### src/rtl/ccc_pkg.sv
// shared types, constants and month length lookup for the calendar clock counter
// no dependencies
package ccc_pkg;

    localparam int SEC_W   = 6;
    localparam int MIN_W   = 6;
    localparam int HOUR_W  = 5;
    localparam int DAY_W   = 5;
    localparam int MONTH_W = 4;
    localparam int YEAR_W  = 14;

    localparam logic [SEC_W-1:0]   SEC_LAST   = 6'd59;
    localparam logic [MIN_W-1:0]   MIN_LAST   = 6'd59;
    localparam logic [HOUR_W-1:0]  HOUR_LAST  = 5'd23;
    localparam logic [DAY_W-1:0]   DAY_FIRST  = 5'd1;
    localparam logic [MONTH_W-1:0] MONTH_LAST = 4'd12;
    localparam logic [MONTH_W-1:0] MONTH_FIRST = 4'd1;
    localparam logic [MONTH_W-1:0] FEBRUARY   = 4'd2;
    localparam logic [YEAR_W-1:0]  YEAR_LAST  = 14'd9999;

    localparam logic [DAY_W-1:0] FEB_LEAP_DAYS   = 5'd29;
    localparam logic [DAY_W-1:0] FEB_COMMON_DAYS = 5'd28;

    localparam logic ACTION_TICK = 1'b0;
    localparam logic ACTION_LOAD = 1'b1;

    // month 0 and 13..15 are treated as 31-day months
    localparam logic [DAY_W-1:0] MONTH_DAYS [16] = '{
        5'd31, 5'd31, 5'd28, 5'd31, 5'd30, 5'd31, 5'd30, 5'd31,
        5'd31, 5'd30, 5'd31, 5'd30, 5'd31, 5'd31, 5'd31, 5'd31
    };

    typedef struct packed {
        logic [YEAR_W-1:0]  year;
        logic [MONTH_W-1:0] month;
        logic [DAY_W-1:0]   day;
        logic [HOUR_W-1:0]  hour;
        logic [MIN_W-1:0]   minute;
        logic [SEC_W-1:0]   second;
    } rtc_time_t;

    typedef struct packed {
        rtc_time_t now;
        logic      day_rolled;
    } rtc_result_t;

    localparam rtc_time_t RESET_TIME = '{
        year:   '0,
        month:  MONTH_FIRST,
        day:    DAY_FIRST,
        hour:   '0,
        minute: '0,
        second: '0
    };

    function automatic logic [DAY_W-1:0] month_len(
        input logic [MONTH_W-1:0] month,
        input logic [YEAR_W-1:0]  year
    );
        logic [DAY_W-1:0] len;
        if (month == FEBRUARY)
        begin
            len = (year[1:0] == 2'b00) ? FEB_LEAP_DAYS : FEB_COMMON_DAYS;
        end
        else
        begin
            len = MONTH_DAYS[month];
        end
        return len;
    endfunction

endpackage

### src/rtl/ccc_if.sv
// valid/ready channel interfaces for the calendar clock counter
// depends on ccc_pkg for field widths
interface ccc_in_if;
    logic                             valid;
    logic                             ready;
    logic                             action;
    logic [ccc_pkg::SEC_W-1:0]        load_second;
    logic [ccc_pkg::MIN_W-1:0]        load_minute;
    logic [ccc_pkg::HOUR_W-1:0]       load_hour;
    logic [ccc_pkg::DAY_W-1:0]        load_day;
    logic [ccc_pkg::MONTH_W-1:0]      load_month;
    logic [ccc_pkg::YEAR_W-1:0]       load_year;

    modport source (
        output valid, action, load_second, load_minute, load_hour,
               load_day, load_month, load_year,
        input  ready
    );
    modport sink (
        input  valid, action, load_second, load_minute, load_hour,
               load_day, load_month, load_year,
        output ready
    );
endinterface

interface ccc_out_if;
    logic                             valid;
    logic                             ready;
    logic [ccc_pkg::SEC_W-1:0]        second;
    logic [ccc_pkg::MIN_W-1:0]        minute;
    logic [ccc_pkg::HOUR_W-1:0]       hour;
    logic [ccc_pkg::DAY_W-1:0]        day;
    logic [ccc_pkg::MONTH_W-1:0]      month;
    logic [ccc_pkg::YEAR_W-1:0]       year;
    logic                             day_rolled;

    modport source (
        output valid, second, minute, hour, day, month, year, day_rolled,
        input  ready
    );
    modport sink (
        input  valid, second, minute, hour, day, month, year, day_rolled,
        output ready
    );
endinterface

### src/rtl/ccc_tick.sv
// next-state logic: one second tick through the rollover cascade, or a load
// depends on ccc_pkg
module ccc_tick (
    input  ccc_pkg::rtc_time_t   cur,
    input  logic                 action,
    input  ccc_pkg::rtc_time_t   load,
    output ccc_pkg::rtc_result_t res
);

    logic sec_wrap;
    logic min_wrap;
    logic hour_wrap;
    logic day_wrap;
    logic month_wrap;
    logic year_wrap;
    logic [ccc_pkg::DAY_W-1:0] len;
    ccc_pkg::rtc_time_t ticked;

    assign len        = ccc_pkg::month_len(cur.month, cur.year);
    assign sec_wrap   = cur.second >= ccc_pkg::SEC_LAST;
    assign min_wrap   = cur.minute >= ccc_pkg::MIN_LAST;
    assign hour_wrap  = cur.hour >= ccc_pkg::HOUR_LAST;
    assign day_wrap   = cur.day >= len;
    assign month_wrap = cur.month >= ccc_pkg::MONTH_LAST;
    assign year_wrap  = cur.year >= ccc_pkg::YEAR_LAST;

    always_comb
    begin
        ticked = cur;
        if (!sec_wrap)
        begin
            ticked.second = cur.second + 1'b1;
        end
        else
        begin
            ticked.second = '0;
            if (!min_wrap)
            begin
                ticked.minute = cur.minute + 1'b1;
            end
            else
            begin
                ticked.minute = '0;
                if (!hour_wrap)
                begin
                    ticked.hour = cur.hour + 1'b1;
                end
                else
                begin
                    ticked.hour = '0;
                    if (!day_wrap)
                    begin
                        ticked.day = cur.day + 1'b1;
                    end
                    else
                    begin
                        ticked.day = ccc_pkg::DAY_FIRST;
                        if (!month_wrap)
                        begin
                            ticked.month = cur.month + 1'b1;
                        end
                        else
                        begin
                            ticked.month = ccc_pkg::MONTH_FIRST;
                            ticked.year  = year_wrap ? '0 : cur.year + 1'b1;
                        end
                    end
                end
            end
        end
    end

    always_comb
    begin
        if (action == ccc_pkg::ACTION_LOAD)
        begin
            res.now        = load;
            res.day_rolled = 1'b0;
        end
        else
        begin
            res.now        = ticked;
            res.day_rolled = sec_wrap && min_wrap && hour_wrap;
        end
    end

endmodule

### src/rtl/ccc_out_buf.sv
// two-entry output buffer: result register plus skid register
// depends on ccc_pkg for the result struct
module ccc_out_buf (
    input  logic                 clk,
    input  logic                 rst_n,
    input  logic                 push,
    input  ccc_pkg::rtc_result_t push_data,
    output logic                 can_push,
    output logic                 out_valid,
    input  logic                 out_ready,
    output ccc_pkg::rtc_result_t out_data
);

    ccc_pkg::rtc_result_t main_reg;
    ccc_pkg::rtc_result_t main_next;
    ccc_pkg::rtc_result_t skid_reg;
    ccc_pkg::rtc_result_t skid_next;
    logic main_valid_reg;
    logic main_valid_next;
    logic skid_valid_reg;
    logic skid_valid_next;
    logic pop;

    assign pop       = main_valid_reg && out_ready;
    assign can_push  = !skid_valid_reg;
    assign out_valid = main_valid_reg;
    assign out_data  = main_reg;

    always_comb
    begin
        main_next       = main_reg;
        main_valid_next = main_valid_reg;
        skid_next       = skid_reg;
        skid_valid_next = skid_valid_reg;
        if (pop)
        begin
            if (skid_valid_reg)
            begin
                main_next       = skid_reg;
                skid_valid_next = 1'b0;
            end
            else
            begin
                main_next       = push_data;
                main_valid_next = push;
            end
        end
        else if (!main_valid_reg)
        begin
            main_next       = push_data;
            main_valid_next = push;
        end
        else if (push)
        begin
            // result still waiting downstream, park the new one
            skid_next       = push_data;
            skid_valid_next = 1'b1;
        end
    end

    always_ff @(posedge clk or negedge rst_n)
    begin
        if (!rst_n)
        begin
            main_valid_reg <= 1'b0;
            skid_valid_reg <= 1'b0;
        end
        else
        begin
            main_valid_reg <= main_valid_next;
            skid_valid_reg <= skid_valid_next;
        end
    end

    always_ff @(posedge clk)
    begin
        main_reg <= main_next;
        skid_reg <= skid_next;
    end

endmodule

### src/rtl/calendar_clock_counter.sv
// top level of the calendar clock counter: time state, tick logic, output buffer
// depends on ccc_pkg, ccc_if, ccc_tick, ccc_out_buf
//
//  channel | dir | handshake   | payload
//  --------+-----+-------------+---------------------------------------------
//  req     | in  | valid/ready | action, load_second .. load_year
//  rsp     | out | valid/ready | second, minute, hour, day, month, year,
//          |     |             | day_rolled
//
// one item per cycle while req.ready is high; each result is registered in
// the output buffer. the time registers update in the cycle of the transfer.
// a skid register lets one more item in while a result is stalled; req.ready
// drops only when both output registers are full.
// reset: 00:00:00, day 1, month 1, year 0, output empty.
module calendar_clock_counter (
    input logic     clk,
    input logic     rst_n,
    ccc_in_if.sink  req,
    ccc_out_if.source rsp
);

    ccc_pkg::rtc_time_t   time_reg;
    ccc_pkg::rtc_time_t   time_next;
    ccc_pkg::rtc_time_t   load;
    ccc_pkg::rtc_result_t step_res;
    ccc_pkg::rtc_result_t out_data;
    logic                 can_push;
    logic                 accept;

    assign req.ready = can_push;
    assign accept    = req.valid && can_push;

    assign load.second = req.load_second;
    assign load.minute = req.load_minute;
    assign load.hour   = req.load_hour;
    assign load.day    = req.load_day;
    assign load.month  = req.load_month;
    assign load.year   = req.load_year;

    ccc_tick u_tick (
        .cur    (time_reg),
        .action (req.action),
        .load   (load),
        .res    (step_res)
    );

    assign time_next = accept ? step_res.now : time_reg;

    always_ff @(posedge clk or negedge rst_n)
    begin
        if (!rst_n)
        begin
            time_reg <= ccc_pkg::RESET_TIME;
        end
        else
        begin
            time_reg <= time_next;
        end
    end

    ccc_out_buf u_out_buf (
        .clk       (clk),
        .rst_n     (rst_n),
        .push      (accept),
        .push_data (step_res),
        .can_push  (can_push),
        .out_valid (rsp.valid),
        .out_ready (rsp.ready),
        .out_data  (out_data)
    );

    assign rsp.second     = out_data.now.second;
    assign rsp.minute     = out_data.now.minute;
    assign rsp.hour       = out_data.now.hour;
    assign rsp.day        = out_data.now.day;
    assign rsp.month      = out_data.now.month;
    assign rsp.year       = out_data.now.year;
    assign rsp.day_rolled = out_data.day_rolled;

endmodule

### src/flat_wrapper.sv
// flat-port wrapper written by rule: the top's interface ports become plain ports
module calendar_clock_counter_flat 
  (clk, rst_n, req_valid, req_action, req_load_second, req_load_minute, req_load_hour, req_load_day, req_load_month, req_load_year, req_ready, rsp_valid, rsp_second, rsp_minute, rsp_hour, rsp_day, rsp_month, rsp_year, rsp_day_rolled, rsp_ready);
  ccc_in_if req_i ();
  ccc_out_if rsp_i ();
  input logic clk;
  input logic rst_n;
  input wire logic [$bits(req_i.valid)-1:0] req_valid;
  input wire logic [$bits(req_i.action)-1:0] req_action;
  input wire logic [$bits(req_i.load_second)-1:0] req_load_second;
  input wire logic [$bits(req_i.load_minute)-1:0] req_load_minute;
  input wire logic [$bits(req_i.load_hour)-1:0] req_load_hour;
  input wire logic [$bits(req_i.load_day)-1:0] req_load_day;
  input wire logic [$bits(req_i.load_month)-1:0] req_load_month;
  input wire logic [$bits(req_i.load_year)-1:0] req_load_year;
  output wire logic [$bits(req_i.ready)-1:0] req_ready;
  output wire logic [$bits(rsp_i.valid)-1:0] rsp_valid;
  output wire logic [$bits(rsp_i.second)-1:0] rsp_second;
  output wire logic [$bits(rsp_i.minute)-1:0] rsp_minute;
  output wire logic [$bits(rsp_i.hour)-1:0] rsp_hour;
  output wire logic [$bits(rsp_i.day)-1:0] rsp_day;
  output wire logic [$bits(rsp_i.month)-1:0] rsp_month;
  output wire logic [$bits(rsp_i.year)-1:0] rsp_year;
  output wire logic [$bits(rsp_i.day_rolled)-1:0] rsp_day_rolled;
  input wire logic [$bits(rsp_i.ready)-1:0] rsp_ready;
  assign req_i.valid = req_valid;
  assign req_i.action = req_action;
  assign req_i.load_second = req_load_second;
  assign req_i.load_minute = req_load_minute;
  assign req_i.load_hour = req_load_hour;
  assign req_i.load_day = req_load_day;
  assign req_i.load_month = req_load_month;
  assign req_i.load_year = req_load_year;
  assign req_ready = req_i.ready;
  assign rsp_valid = rsp_i.valid;
  assign rsp_second = rsp_i.second;
  assign rsp_minute = rsp_i.minute;
  assign rsp_hour = rsp_i.hour;
  assign rsp_day = rsp_i.day;
  assign rsp_month = rsp_i.month;
  assign rsp_year = rsp_i.year;
  assign rsp_day_rolled = rsp_i.day_rolled;
  assign rsp_i.ready = rsp_ready;
  calendar_clock_counter u_core (.clk(clk), .rst_n(rst_n), .req(req_i), .rsp(rsp_i));
endmodule
### config.mk
export PLATFORM = sky130hd
export DESIGN_NAME = calendar_clock_counter_flat
export DESIGN_NICKNAME = d
export VERILOG_FILES = /design/src/rtl/ccc_pkg.sv /design/src/rtl/ccc_if.sv /design/src/rtl/ccc_tick.sv /design/src/rtl/ccc_out_buf.sv /design/src/rtl/calendar_clock_counter.sv /design/src/flat_wrapper.sv
export SDC_FILE = /design/constraint.sdc
export NUM_CORES = 1
export LEC_CHECK = 0
export ABC_AREA = 1
export BUFFER_PORTS_ARGS = -buffer_cell sky130_fd_sc_hd__buf_2
export CORE_MARGIN = 2
export CORE_UTILIZATION = 52
export CTS_CLUSTER_DIAMETER = 200
export DETAILED_ROUTE_END_ITERATION = 16
export PLACE_DENSITY = 0.78
export SYNTH_ARGS = -nofsm -noshare
export SYNTH_HDL_FRONTEND = slang
export SYNTH_HIERARCHICAL = 1
export SYNTH_SLANG_ARGS = --single-unit
### constraint.sdc
create_clock -name clk -period 4.2 [get_ports clk]
set_input_delay 0.42 -clock clk [delete_from_list [all_inputs] [get_ports clk]]
set_output_delay 0.42 -clock clk [all_outputs]
set_load 0.01 [all_outputs]
==> impl_results.md <==
* Routability cong. at 0.916
* Vias at 5662
* ANT cells at 0
* F_max at 337 MHz
* Synthesized Nets at 813
* FF-to-FF Start: u_core/time_reg[22]$_DFFE_PN1P_
* #FFs+latches synth at 124
* DP HPWL at 10100 um
* Resize count post-CTS at 0
* Most frequent cells in the layout: 299 x nand2_1, 87 x buf_2, 82 x edfxtp_1, 76 x nand3_1, 46 x nand4_1
* Final Hold Viols at 0
* Synth Flop Type: edfxtp_1
* Final period utilization at 0.706
* WL/cell at 16.2 um
* DRT Wirelength at 16500 um
* Max-Cap Viols at 0
* Critical path peak fanout at 19
* Outcome: complete, no violations
* DR vias/cell at 5.57
* Die span in y at 116 um
* Yosys cell types at 36
* Post-CTS setup buffer count at 0
* Core Region at 12500 um^2
* Setup TNS at 0 ns
* Average size of a mapped cell at 8.65 um^2
* Cell Area, Synth at 6560 um^2
* Wire length on met2 at 7870 um
* Adder-cell share of the synthesized area at 0.0191
* Syn Inst Count at 758
* CTS Buffer Depth at 2
* RSZ-0062 raised after global routing: no
* Crit path from: u_core/time_reg[22]$_DFFE_PN1P_
* Layout cell share with drive strength beyond 1 at 0.174
* Final setup fails at 0
* Lkg Pwr at 3.67 nW
* Post-DRT Antenna Nets at 0
* Pwr dens at 389 nW/um^2
* FFs w/ async S/R, synth at 0.339
* Initial antenna violation count at 0
* Total power at 2.96 mW
* Post-Synth XOR/XNOR Area at 0.00801
* Met1 Wirelength at 6820 um
* Most common cell after layout, fill and taps aside: nand2_1
* Die Span X at 116 um
* Std cell rows at 41
* Largest net degree at the start of global routing at 46
* Die area at 13500 um^2
* Gr usage total at 0.254
* TritonCTS clock tree: yes
* Nets at 886
* Peak supply drop at 0.000193 V
* Post-synthesis simple-gate area fraction at 0.337
* Yosys warns at 6
* Startpoint Class: flop
* Initial Utilization at 0.526
* Tmin final at 2.96 ns
* DRC viols at 0
* Vias in the first global route at 5330
* Worst path required time at 4.48 ns
* Post-cts hold buffer count at 0
* First-pass GRT wire length at 26200 um
* DR top layer: met4
* Slew Viols, Final at 0
* Tightest Pin Transition at 1.11 ns
* Arrival time at the worst endpoint at 3.24 ns
* Max_slew headroom at 0.258
* Clk Latency, worst-skew pair at 0.42 ns
* Largest family of logic cells by synthesized area: simple AND/OR/NAND/NOR gates
* Critical Path End Type: flop
* Clock-pin slew on the worst setup and hold paths at 0.06 ns
* CTS root buf: clkbuf_16
* Post-synth EDFFs at 82
* Grt ovf at 0
* Port Buffers at 87
* Initial DRC count at 479
* I/O Pins at 88
* Clock sink total at 124
* H-tree levels at 4
* Crit path kind: flop to flop
* Compound-Gate Fraction of Synth Area at 0.0317
* Synth-to-Final Area Change at 16.0%
* Post-synthesis sequential area ratio at 0.536
* CTS buffer count at 17
* Post-synthesis mux area share at 0
* Hold crit path type: primary input to async pin
* Met3 wire len at 1440 um
* 1st-pass router iterations at 5
* Final Skew at 0.00618 ns
power breakdown:
| group | internal (mW) | leakage [nW] | total, mW | switching (mW) |
|---|---|---|---|---|
| Combinational | 0.0495 | 2.00 | 0.148 | 0.0989 |
| Sequential | 1.33 | 1.38 | 1.33 | 0.00601 |
| Clock | 0.957 | 0.287 | 1.48 | 0.522 |
| Total | 2.33 | 3.67 | 2.96 | 0.627 |
worst paths after layout:
| check | endpoint | slack (ns) | depth (start not counted) |
|---|---|---|---|
| min | u_core/time_reg[32]$_DFFE_PN0P_ | 0.18 | 1 |
| min in group clk | u_core/u_out_buf/skid_reg[25]$_DFFE_PP_ | 0.33 | 3 |
| max reg2reg | u_core/u_out_buf/out_data[20]$_DFFE_PP_ | 1.24 | 17 |
| min reg2reg | u_core/time_reg[16]$_DFFE_PN0P_ | 0.49 | 2 |
| max | u_core/u_out_buf/out_data[20]$_DFFE_PP_ | 1.24 | 17 |
| max in group asynchronous | u_core/u_out_buf/skid_valid_reg$_DFFE_PN0P_ | 3.33 | 1 |
layout make-up:
class / count / area [um^2]
clock buffers: 20 / 457
clock inverters: 12 / 144
fillers: 1071 / 4850
inverters: 46 / 178
multi-input cells: 547 / 2610
flip-flops and latches: 124 / 3520
well taps: 172 / 215
repair buffers: 95 / 495
through the flow:
stage	hold slack (ns)	cell area (um^2)	utilization	instances	worst slack (ns)
after floorplan	0.124	6560	-	758	0.965
after detailed placement	0.486	7010	0.562	984	1.45
after CTS	0.200	7610	0.611	1016	1.30
after global placement	0.479	7010	0.562	984	1.55
final	0.177	7610	0.611	1016	1.24
after global routing	0.242	7610	0.611	1016	1.04
layer usage:
layer	global-route usage	vias to the layer above
li1	-	2698
met5	0	-
met4	0.0984	0
met1	0.334	2660
met2	0.407	272
met3	0.0669	32
worst max-delay path, stage by stage (launching register included):
cell,delay (ns)
dfstp_2,0.57
inv_1,0.08
ha_1,0.19
nand2_1,0.08
nor3_1,0.05
nor3_1,0.16
ha_1,0.26
inv_1,0.05
nand2_1,0.04
nand2_1,0.07
nand2_1,0.05
nand2_1,0.24
nor2_8,0.13
nor2_1,0.25
nand2_1,0.10
o21ai_0,0.32
nand2_1,0.10
nand2_1,0.08
synthesized netlist by cell type, types with 2 or more instances:
master / instances / area (um^2)
nor2_1: 38 / 143
buf_6: 5 / 56.3
nand3b_1: 2 / 15.0
nand2_4: 3 / 33.8
inv_1: 45 / 169
nand3_2: 7 / 70.1
ha_1: 10 / 125
o21ai_1: 2 / 10.0
dfrtp_1: 40 / 1000
dfstp_2: 2 / 52.6
a22o_1: 2 / 17.5
nor2_8: 2 / 40.0
edfxtp_1: 82 / 2460
nand3_1: 76 / 380
nand2_2: 3 / 18.8
nor3_1: 13 / 65.1
nand2_1: 300 / 1130
o21ai_0: 14 / 70.1
a21oi_1: 14 / 70.1
xor2_1: 5 / 43.8
nand4_1: 46 / 288
buf_4: 13 / 97.6
buf_2: 16 / 80.1
clkbuf_1: 6 / 22.5
cell families (layout without fill, tap and decap cells):
kind of cell / after synthesis / count (layout)
buf+inv: 87 / 173
xor+xnor: 6 / 6
compound gates: 37 / 37
flops: 124 / 124
simple gates: 494 / 494
fa+ha+maj: 10 / 10
No activity file was read; power rests on OpenSTA's default activity.
